## src/hdl/ilir_pkg.sv

```systemverilog
// Shared request codes, status codes and cell control types for the list unit.
package ilir_pkg;

    // Request type codes
    localparam logic [1:0] REQ_INSERT = 2'd0;
    localparam logic [1:0] REQ_REMOVE = 2'd1;
    localparam logic [1:0] REQ_PEEK   = 2'd2;

    // Status codes
    localparam logic [1:0] ST_OK    = 2'd0;
    localparam logic [1:0] ST_EMPTY = 2'd1;
    localparam logic [1:0] ST_RANGE = 2'd2;
    localparam logic [1:0] ST_FULL  = 2'd3;

    // What one cell does at the next clock edge
    typedef enum logic [1:0] {
        CELL_HOLD,
        CELL_LOAD,
        CELL_FROM_LEFT,
        CELL_FROM_RIGHT
    } cell_op_t;

    typedef struct packed {
        cell_op_t op;
        logic     rd_sel;
    } cell_ctrl_t;

endpackage

```

## src/hdl/ilir_cell.sv

```systemverilog
// One storage cell of the list row: holds an entry and shifts with its neighbors.
module ilir_cell #(
    parameter int DATA_WIDTH = 8
) (
    input  logic                    clk,
    input  ilir_pkg::cell_ctrl_t    ctrl,
    input  logic [DATA_WIDTH-1:0]   load_data,
    input  logic [DATA_WIDTH-1:0]   left_data,
    input  logic [DATA_WIDTH-1:0]   right_data,
    output logic [DATA_WIDTH-1:0]   data,
    output logic [DATA_WIDTH-1:0]   tap
);
    import ilir_pkg::*;

    logic [DATA_WIDTH-1:0] data_reg;
    logic [DATA_WIDTH-1:0] data_next;

    // Select the next entry value
    always_comb
    begin
        case (ctrl.op)
            CELL_LOAD:       data_next = load_data;
            CELL_FROM_LEFT:  data_next = left_data;
            CELL_FROM_RIGHT: data_next = right_data;
            default:         data_next = data_reg;
        endcase
    end

    // Hold the entry; payload needs no reset
    always_ff @(posedge clk)
    begin
        data_reg <= data_next;
    end

    assign data = data_reg;

    // Drive the read bus only when this cell is addressed
    assign tap = ctrl.rd_sel ? data_reg : '0;

endmodule

```

## src/hdl/indexed_list_insert_remove_unit.sv

```systemverilog
// Ordered list of up to MAX_ENTRIES values kept in a shifting row of cells.
// A result strobes on done in the cycle after the request is accepted.
// Throughput: one request per cycle; every cell shifts in the same cycle, so busy stays low.
// Count and the result strobe clear on reset; cell contents are undefined until written.
// The receiver cannot stall: done is high for a single cycle per result; the payload holds until the next request.
module indexed_list_insert_remove_unit #(
    parameter int MAX_ENTRIES = 16,
    parameter int DATA_WIDTH  = 8,
    localparam int POS_W      = $clog2(MAX_ENTRIES + 1)
) (
    input  logic                  clk,
    input  logic                  rst_n,
    input  logic                  start,
    output logic                  busy,
    input  logic [1:0]            req_type,
    input  logic [POS_W-1:0]      list_position,
    input  logic [DATA_WIDTH-1:0] data_in,
    output logic                  done,
    output logic [1:0]            status,
    output logic [DATA_WIDTH-1:0] data_out,
    output logic [POS_W-1:0]      list_length
);
    import ilir_pkg::*;

    localparam logic [POS_W-1:0] MAX_LEN = POS_W'(MAX_ENTRIES);

    logic [POS_W-1:0]      count_reg;
    logic [POS_W-1:0]      count_next;
    logic                  done_reg;
    logic [1:0]            status_reg;
    logic [1:0]            status_next;
    logic [DATA_WIDTH-1:0] data_out_reg;
    logic [DATA_WIDTH-1:0] data_out_next;
    logic [POS_W-1:0]      list_length_reg;

    logic                  accept;
    logic                  ins_ok;
    logic                  rem_ok;
    logic                  rd_ok;
    logic [DATA_WIDTH-1:0] rd_data;

    cell_ctrl_t            ctrl [MAX_ENTRIES];
    logic [DATA_WIDTH-1:0] cell_data [MAX_ENTRIES];
    logic [DATA_WIDTH-1:0] cell_tap [MAX_ENTRIES];

    assign busy   = 1'b0;
    assign accept = start && !busy;

    // Decode the request against the current length
    always_comb
    begin
        ins_ok      = 1'b0;
        rem_ok      = 1'b0;
        rd_ok       = 1'b0;
        status_next = ST_RANGE;
        case (req_type)
            REQ_INSERT:
            begin
                if (list_position > count_reg)
                    status_next = ST_RANGE;
                else if (count_reg >= MAX_LEN)
                    status_next = ST_FULL;
                else
                begin
                    status_next = ST_OK;
                    ins_ok      = 1'b1;
                end
            end
            REQ_REMOVE, REQ_PEEK:
            begin
                if (count_reg == '0)
                    status_next = ST_EMPTY;
                else if (list_position >= count_reg)
                    status_next = ST_RANGE;
                else
                begin
                    status_next = ST_OK;
                    rd_ok       = 1'b1;
                    rem_ok      = (req_type == REQ_REMOVE);
                end
            end
            default:
                status_next = ST_RANGE;
        endcase
    end

    // Build the per-cell shift controls
    for (genvar i = 0; i < MAX_ENTRIES; i++)
    begin : g_ctrl
        localparam logic [POS_W-1:0] IDX = POS_W'(i);
        always_comb
        begin
            ctrl[i].rd_sel = (IDX == list_position);
            ctrl[i].op     = CELL_HOLD;
            if (accept && ins_ok)
            begin
                if (IDX == list_position)
                    ctrl[i].op = CELL_LOAD;
                else if (IDX > list_position && IDX <= count_reg)
                    ctrl[i].op = CELL_FROM_LEFT;
            end
            else if (accept && rem_ok)
            begin
                if (IDX >= list_position && i < MAX_ENTRIES - 1)
                    ctrl[i].op = CELL_FROM_RIGHT;
            end
        end
    end

    // Row of cells, each wired to its neighbors
    for (genvar i = 0; i < MAX_ENTRIES; i++)
    begin : g_cell
        logic [DATA_WIDTH-1:0] left_d;
        logic [DATA_WIDTH-1:0] right_d;
        if (i == 0)
        begin : g_first
            assign left_d = data_in;
        end
        else
        begin : g_mid_l
            assign left_d = cell_data[i-1];
        end
        if (i == MAX_ENTRIES - 1)
        begin : g_last
            assign right_d = cell_data[i];
        end
        else
        begin : g_mid_r
            assign right_d = cell_data[i+1];
        end

        ilir_cell #(
            .DATA_WIDTH(DATA_WIDTH)
        ) u_cell (
            .clk       (clk),
            .ctrl      (ctrl[i]),
            .load_data (data_in),
            .left_data (left_d),
            .right_data(right_d),
            .data      (cell_data[i]),
            .tap       (cell_tap[i])
        );
    end

    // Merge the cell read taps
    always_comb
    begin
        rd_data = '0;
        for (int i = 0; i < MAX_ENTRIES; i++)
            rd_data = rd_data | cell_tap[i];
    end

    // Advance the length
    always_comb
    begin
        count_next = count_reg;
        if (accept && ins_ok)
            count_next = count_reg + 1'b1;
        else if (accept && rem_ok)
            count_next = count_reg - 1'b1;
    end

    assign data_out_next = rd_ok ? rd_data : '0;

    // Hold length and the result strobe
    always_ff @(posedge clk or negedge rst_n)
    begin
        if (!rst_n)
        begin
            count_reg <= '0;
            done_reg  <= 1'b0;
        end
        else
        begin
            count_reg <= count_next;
            done_reg  <= accept;
        end
    end

    // Register the result transaction payload
    always_ff @(posedge clk)
    begin
        if (accept)
        begin
            status_reg      <= status_next;
            data_out_reg    <= data_out_next;
            list_length_reg <= count_next;
        end
    end

    assign done        = done_reg;
    assign status      = status_reg;
    assign data_out    = data_out_reg;
    assign list_length = list_length_reg;

    // Length never exceeds the pool
    a_count_bound: assert property (@(posedge clk) disable iff (!rst_n)
        count_reg <= MAX_LEN)
        else $error("list length exceeds capacity");

    // Every accepted request gives one result next cycle
    a_result_follows: assert property (@(posedge clk) disable iff (!rst_n)
        accept |=> done)
        else $error("accepted request gave no result");

    // Full status only on a full list
    a_full_len: assert property (@(posedge clk) disable iff (!rst_n)
        done && status == ST_FULL |-> list_length == MAX_LEN)
        else $error("full status with list not full");

    // Empty status only on an empty list
    a_empty_len: assert property (@(posedge clk) disable iff (!rst_n)
        done && status == ST_EMPTY |-> list_length == '0)
        else $error("empty status with list not empty");

    // A successful insert grows the list by one
    a_insert_grows: assert property (@(posedge clk) disable iff (!rst_n)
        accept && ins_ok |=> list_length == $past(count_reg) + 1'b1)
        else $error("insert did not grow the list");

endmodule
```

## config.mk

```make
export PLATFORM = sky130hd
export DESIGN_NAME = indexed_list_insert_remove_unit
export DESIGN_NICKNAME = d
export VERILOG_FILES = /design/src/hdl/ilir_pkg.sv /design/src/hdl/ilir_cell.sv /design/src/hdl/indexed_list_insert_remove_unit.sv
export SDC_FILE = /design/constraint.sdc
export NUM_CORES = 1
export LEC_CHECK = 0
export BUFFER_PORTS_ARGS = -buffer_cell sky130_fd_sc_hd__buf_4
export CAP_MARGIN = 25
export CORE_ASPECT_RATIO = 1.25
export CORE_MARGIN = 1.5
export CORE_UTILIZATION = 30
export DETAILED_ROUTE_END_ITERATION = 7
export PLACE_DENSITY = 0.56
export SKIP_CTS_REPAIR_TIMING = 1
export SKIP_LAST_GASP = 1
export SYNTH_ARGS = -nofsm -noshare
export SYNTH_HDL_FRONTEND = slang
export SYNTH_SLANG_ARGS = --single-unit
```

## constraint.sdc

```tcl
create_clock -name clk -period 3.55 [get_ports clk]
set_input_delay 0.355 -clock clk [delete_from_list [all_inputs] [get_ports clk]]
set_output_delay 0.355 -clock clk [all_outputs]
set_load 0.01 [all_outputs]
```

# [After elaboration in Yosys (flattened, before gate mapping)]
# Cells that the tools add are included.
[totals] ff_bits=149 in_bits=18 output_inout_bits=17 wordCells=317
[op_classes] add_sub_neg=2 order_cmp=50 eq_ne=64 mux=126 n_bitwise=15 reduce_logical=39
[op_table] cell="8-bit case mux with 3 select lines" count=14
[op_table] cell="2-bit 2-to-1 mux" count=82
[op_table] cell="8-bit 2-to-1 mux" count=16
[op_table] cell="8-bit OR" count=15
[op_table] cell="2-bit equality test, second input constant" count=32
[op_table] cell="3-bit nonzero test" count=14
[op_table] cell="4-bit by 5-bit equality test with 1-bit output, first input constant" count=8
[op_table] cell="4-bit by 5-bit greater-than comparator with 1-bit output, first input constant" count=8
[op_table] cell="4-bit by 5-bit less-or-equal comparator with 1-bit output, first input constant" count=8
[op_table] cell="4-bit by 5-bit >= comparator with 1-bit output, first input constant" count=7
[op_table] cell="2-bit by 1-bit equality test with 1-bit output, second input constant" count=17
[op_table] cell="8-bit case mux with 2 select lines" count=2
[op_table] cell="3-bit by 5-bit equality test with 1-bit output, first input constant" count=4
[op_table] cell="3-bit by 5-bit >= comparator with 1-bit output, first input constant" count=4
[op_table] cell="3-bit by 5-bit greater-than comparator with 1-bit output, first input constant" count=4
[op_table] cell="3-bit by 5-bit less-or-equal comparator with 1-bit output, first input constant" count=4
[op_table] cell="1-bit logical AND" count=18
[op_table] cell="2-bit by 5-bit equality test with 1-bit output, first input constant" count=2
[op_table] cell="1-bit by 5-bit >= comparator with 1-bit output, first input constant" count=2
[op_table] cell="2-bit by 5-bit >= comparator with 1-bit output, first input constant" count=2
[op_table] cell="1-bit by 5-bit greater-than comparator with 1-bit output, first input constant" count=2
[op_table] cell="2-bit by 5-bit greater-than comparator with 1-bit output, first input constant" count=2
[op_table] cell="1-bit by 5-bit less-or-equal comparator with 1-bit output, first input constant" count=2
[op_table] cell="2-bit by 5-bit less-or-equal comparator with 1-bit output, first input constant" count=2
[op_table] cell="other kinds (13)" count=25

# [Longest topological paths before layout]
[logic_depth] ltp_word=17 mapped_depth=15 mapped_depth_nobuf=9

# [Cells and area by module]
# A second synthesis with hierarchy kept.
[hier_totals] cells_unflattened=993 area_unflattened_um2=9771.9
[modules_own_cells] module="ilir_cell" instances=16 cells_per_inst=44 area_per_inst_um2=473.0 seq_area_each_um2=240.2
[modules_own_cells] module="indexed_list_insert_remove_unit" instances=1 cells_per_inst=289 area_per_inst_um2=2204.6 seq_area_each_um2=600.6

# [Worst setup path before layout]
# No wires, ideal clock.
[synth_timing] path_type="register to register" from="reg count_reg[4]" to="reg g_cell[13].u_cell.data_reg[0] (enable)" setup_time_ps=378 t_arrival_ps=2982 t_required_ps=3172 slack_ps=190 stages_incl_launch_ff=13 n_path_buf=5 synth_period_minus_slack_ps=3360 path_cell_list="dfrtp_1 clkbuf_1 inv_1 ha_1 a21o_1 nor2_1 a21o_1 buf_2 buf_2 buf_2 clkbuf_1 a21oi_1 a31oi_1"
[synth_between] elab_chain_len=9 elab_cells_between_ends=22 classes_between="order compare (4); eq/ne (3); mux (10); reduce/logical (5)"
[synth_lines] element="start, declared" line_no="indexed_list_insert_remove_unit.sv:27" source="logic [POS_W-1:0] count_reg;"
[synth_lines] element="start signal, assigned" line_no="indexed_list_insert_remove_unit.sv:175" source="count_reg <= count_next;"
[synth_lines] element="5-bit >= comparator" line_no="indexed_list_insert_remove_unit.sv:73" source="else if (list_position >= count_reg)"
[synth_lines] element="1-bit 2-to-1 mux" line_no="indexed_list_insert_remove_unit.sv:73"
[synth_lines] element="1-bit 2-to-1 mux" line_no="indexed_list_insert_remove_unit.sv:71" source="if (count_reg == '0)"
[synth_lines] element="1-bit 2-to-1 mux" line_no="indexed_list_insert_remove_unit.sv:56" source="case (req_type)"
[synth_lines] element="1-bit logical AND" line_no="indexed_list_insert_remove_unit.sv:102" source="else if (accept && rem_ok)"
[synth_lines] element="2-bit 2-to-1 mux" line_no="indexed_list_insert_remove_unit.sv:102"
[synth_lines] element="2-bit 2-to-1 mux *" line_no="indexed_list_insert_remove_unit.sv:95" source="if (accept && ins_ok)"
[synth_lines] element="2-bit by 1-bit equality test with 1-bit output / 2-bit equality test (equally long branches)" line_no="ilir_cell.sv:21" source="case (ctrl.op)"
[synth_lines] element="3-bit nonzero test (no line) *"
[synth_lines] element="end signal, assigned" line_no="ilir_cell.sv:32" source="data_reg <= data_next;"
[synth_lines] element="end, declared" line_no="ilir_cell.sv:15" source="logic [DATA_WIDTH-1:0] data_reg;"
# Every way passes the cells marked *; elsewhere a longest branch is shown, timed or not.
# A chain may end at the register's enable or synchronous reset.

# [Final worst setup path]
[layout_timing] from="reg count_reg[1]" to="reg g_cell[1].u_cell.data_reg[5] (enable)"
[layout_between] elab_chain_len=9 elab_cells_between_ends=22 classes_between="order compare (4); eq/ne (3); mux (10); reduce/logical (5)"
[layout_lines] element="5-bit >= comparator" line_no="indexed_list_insert_remove_unit.sv:73"
[layout_lines] element="1-bit 2-to-1 mux" line_no="indexed_list_insert_remove_unit.sv:73"
[layout_lines] element="1-bit 2-to-1 mux" line_no="indexed_list_insert_remove_unit.sv:71"
[layout_lines] element="1-bit 2-to-1 mux" line_no="indexed_list_insert_remove_unit.sv:56"
[layout_lines] element="1-bit logical AND" line_no="indexed_list_insert_remove_unit.sv:102"
[layout_lines] element="2-bit 2-to-1 mux" line_no="indexed_list_insert_remove_unit.sv:102"
[layout_lines] element="2-bit 2-to-1 mux *" line_no="indexed_list_insert_remove_unit.sv:95"
[layout_lines] element="2-bit by 1-bit equality test with 1-bit output / 2-bit equality test (equally long branches)" line_no="ilir_cell.sv:21"
[layout_lines] element="3-bit nonzero test (no line) *"
[layout_lines] element="end signal, assigned" line_no="ilir_cell.sv:32"
[layout_lines] element="end, declared" line_no="ilir_cell.sv:15"
# Marked as above.

==> key figures <==
Status
  – Status: completed

Route
  – Vias: approximately 7100
  – Antenna Nets Post-Route: 0
  – DR pass1 iterations: 7
  – Routed wire length: roughly 33 mm
  – Drt drc: 0
  – Via density: about 5.8
  – DRT iter0 DRCs: ~760
  – Wirelength per Cell: 26.85 µm

GRT
  – Total grt overflow: 0
  – First-pass GRT wire length: around 48 mm
  – Antenna violations before repair: 0
  – Largest net degree at the start of global routing: 48
  – Gr usage total: between 20% and 30%
  – Vias in the first global route: between 7000 and 8000

STA
  – Final count of hold timing violations: 0
  – Final Max Slew Viols: 0
  – Setup TNS: 0 ps
  – Slew headroom: a little over two fifths
  – Slew @ Worst Pin: 858.8 ps
  – Final Setup Violations: 0
  – Layout Skew: roughly 8.3 ps
  – Unrepaired setup endpoints after global routing: false
  – Crit path time final: around 3500 ps
  – Fmax: ~290 MHz
  – Fin crit share: between 90% and 100%

Job
  – Max cap viols: 0

Floorplan
  – # IOs: 35
  – Total core area: ~0.03 mm²
  – DIE HEIGHT: between 150 and 200 µm
  – Initial Util: 30.58%
  – Die X: around 160 µm
  – # rows: 70
  – DIE AREA: just over 0.03 mm²

Clock tree
  – Worst-Skew Late Latency: around 430 ps
  – CTS sink cnt: between 100 and 150
  – Clk slew on worst S/H paths: ~60 ps
  – CTS tree: yes
  – Clock buffer depth: 2
  – Htree depth: 4
  – Clk root buf: clkbuf_16
  – Num CTS Buffers: 17

Worst hold path
  – Worst hold path class: in2reg
  – WHS Endpoint: done$_DFF_PN0_
  – Hold Crit Depth: 1
  – Hold path startpoint: start

Setup path
  – Crit path cell chain: inv_1 > ha_1 > nor2b_1 > o31a_1 > or4_1 > or4_4 > o21ai_0 > buf_4
  – Worst path max stage delay: roughly 800 ps
  – Reg2reg end: g_cell[1].u_cell.data[5]$_DFFE_PP_
  – Startpoint types: flop
  – Slowest cell on crit path: or4_1
  – WS Path Type: reg2reg
  – Critical path peak fanout: 9
  – Worst Path Arrival: between 3000 and 4000 ps
  – R2r setup slk: ~53 ps
  – Worst EP required: approximately 3700 ps
  – CP Capture Type: flop
  – Reg2reg start: count_reg[1]$_DFF_PN0_
  – FF-to-FF path depth: 8

Synth
  – Post-synth EDFFs: 143
  – Mapped Nets: approximately 790
  – YS warnings: 0
  – Post-synthesis area per instance: 11.83 µm²
  – Synth unique cells: 64
  – Async SR Flop Fraction: under 10%
  – Count leader, synth: mux2i_1
  – Synth top cells by count: mux2i_1 (192), edfxtp_1 (143), o21ai_0 (40)
  – Main synth FF type: edfxtp_1
  – Synth Instances: approximately 760
  – Seq/Total Area, Yosys: approximately half
  – Top post-synthesis cells by area: edfxtp_1 (48%), mux2i_1 (21%), a22oi_1 (2.4%)
  – Synth Register Bits: roughly 150
  – Yosys top cell by area: edfxtp_1
  – Post-Syn Area: roughly 0.009 mm²
  – Post-synth top area share: a little under half

Finish
  – Cell Count, Final, Fillers Out: about 1200
  – Layout cells sized above 1: approximately 16%
  – Fillers: ~3000
  – Max reg flops: between 100 and 150
  – Finished Cell Area: 0.01047 mm²
  – Nets: approximately 840
  – Number of diodes: 0
  – P&R area growth vs syn: 16.36%

Placed design
  – DP HPWL: between 20 and 25 mm
  – Port Buffers: 33
  – Post-DP Area: ~0.01 mm²
  – GPL Wtd Cong: between 0.9 and 1
  – Inst Count DP: between 1000 and 1500

Pwr
  – P_leak: 4.309 nW
  – VDD IR max: about 0.00024 V
  – P per Cell Area: around 470 mW/mm²
[placed cells by master, fill, tap and decap left out, types with 24 or more instances in the layout]
cell,n
nand2_1,38
o21ai_0,40
edfxtp_1,143
mux2i_1,192
a22oi_1,28
a21oi_1,24
buf_4,75
nor2_1,26
[worst max path at each step]
stage                     slack, ps                   start  cells after the start                                   to
after floorplan                 190  count_reg[4]$_DFF_PN0_                     12  g_cell[13].u_cell.data[0]$_DFFE_PP_
after global placement          130  count_reg[1]$_DFF_PN0_                      8   g_cell[1].u_cell.data[6]$_DFFE_PP_
after detailed placement         70  count_reg[1]$_DFF_PN0_                      8   g_cell[9].u_cell.data[6]$_DFFE_PP_
after CTS                        80  count_reg[1]$_DFF_PN0_                      8   g_cell[9].u_cell.data[1]$_DFFE_PP_
after global routing              6  count_reg[1]$_DFF_PN0_                      9  g_cell[11].u_cell.data[3]$_DFFE_PP_
final                            50  count_reg[1]$_DFF_PN0_                      8   g_cell[1].u_cell.data[5]$_DFFE_PP_
[power by group]
part	switching, mW	leakage [nW]	internal, mW
Sequential	0.0625	1.38	2.04
Clock	0.762	0.270	1.00
Combinational	0.673	2.66	0.406
Total	1.50	4.31	3.45
[critical path: cells and delay by family, from the launching register on]
kind / cells / cell delay (ps)
AO/OA/AOI/OAI: 2 / 480
flip-flops: 1 / 380
adder cells (fa/ha/maj): 1 / 300
AND/OR/NAND/NOR: 3 / 1550
buffers and inverters: 2 / 480
[per-layer routing]
layer,GRT usage (%),wire [µm],vias up
met5,0,0,-
met1,26.51,12840,3550
met3,3.364,1976,109
met4,11.77,1897,0
met2,36.35,16060,300
li1,-,-,3108
[logic make-up (layout without fill, tap and decap cells)]
| group | Yosys count | in the layout | synth area share, % |
|---|---|---|---|
| flops | 149 | 149 | 49.38 |
| compound gates | 190 | 190 | 15.10 |
| fa+ha+maj | 14 | 14 | 1.946 |
| simple gates | 146 | 146 | 8.800 |
| buf+inv | 65 | 129 | 2.989 |
| xor+xnor | 4 | 4 | 0.3892 |
| mux | 192 | 192 | 21.35 |
| other cells | 1 | 1 | 0.04167 |
[through the flow]
step           power, mW  setup slack [ps]  util [%]  hold WS (ps)
6_report           4.949             53.25     35.59         231.6
2_1_floorplan      2.809             189.7         -         59.41
4_1_cts            4.955             78.76     35.44        -289.6
3_3_place_gp       3.193             127.0     33.54         169.4
3_5_place_dp       3.200             68.89     33.54         169.1
5_1_grt            5.129             5.868     35.59         236.2
[final cells by class]
type | count | area [µm²] | area share [%]
Clock buffer | 21 | 460.4 | 4.397
Clock inverter | 11 | 98.84 | 0.9439
Sequential cell | 149 | 4444 | 42.44
Timing Repair Buffer | 79 | 614.3 | 5.866
Inverter | 18 | 67.56 | 0.6452
Tap cell | 396 | 495.5 | 4.731
Multi-Input combinational cell | 547 | 4292 | 40.98
(Power assumes the default switching activity.)
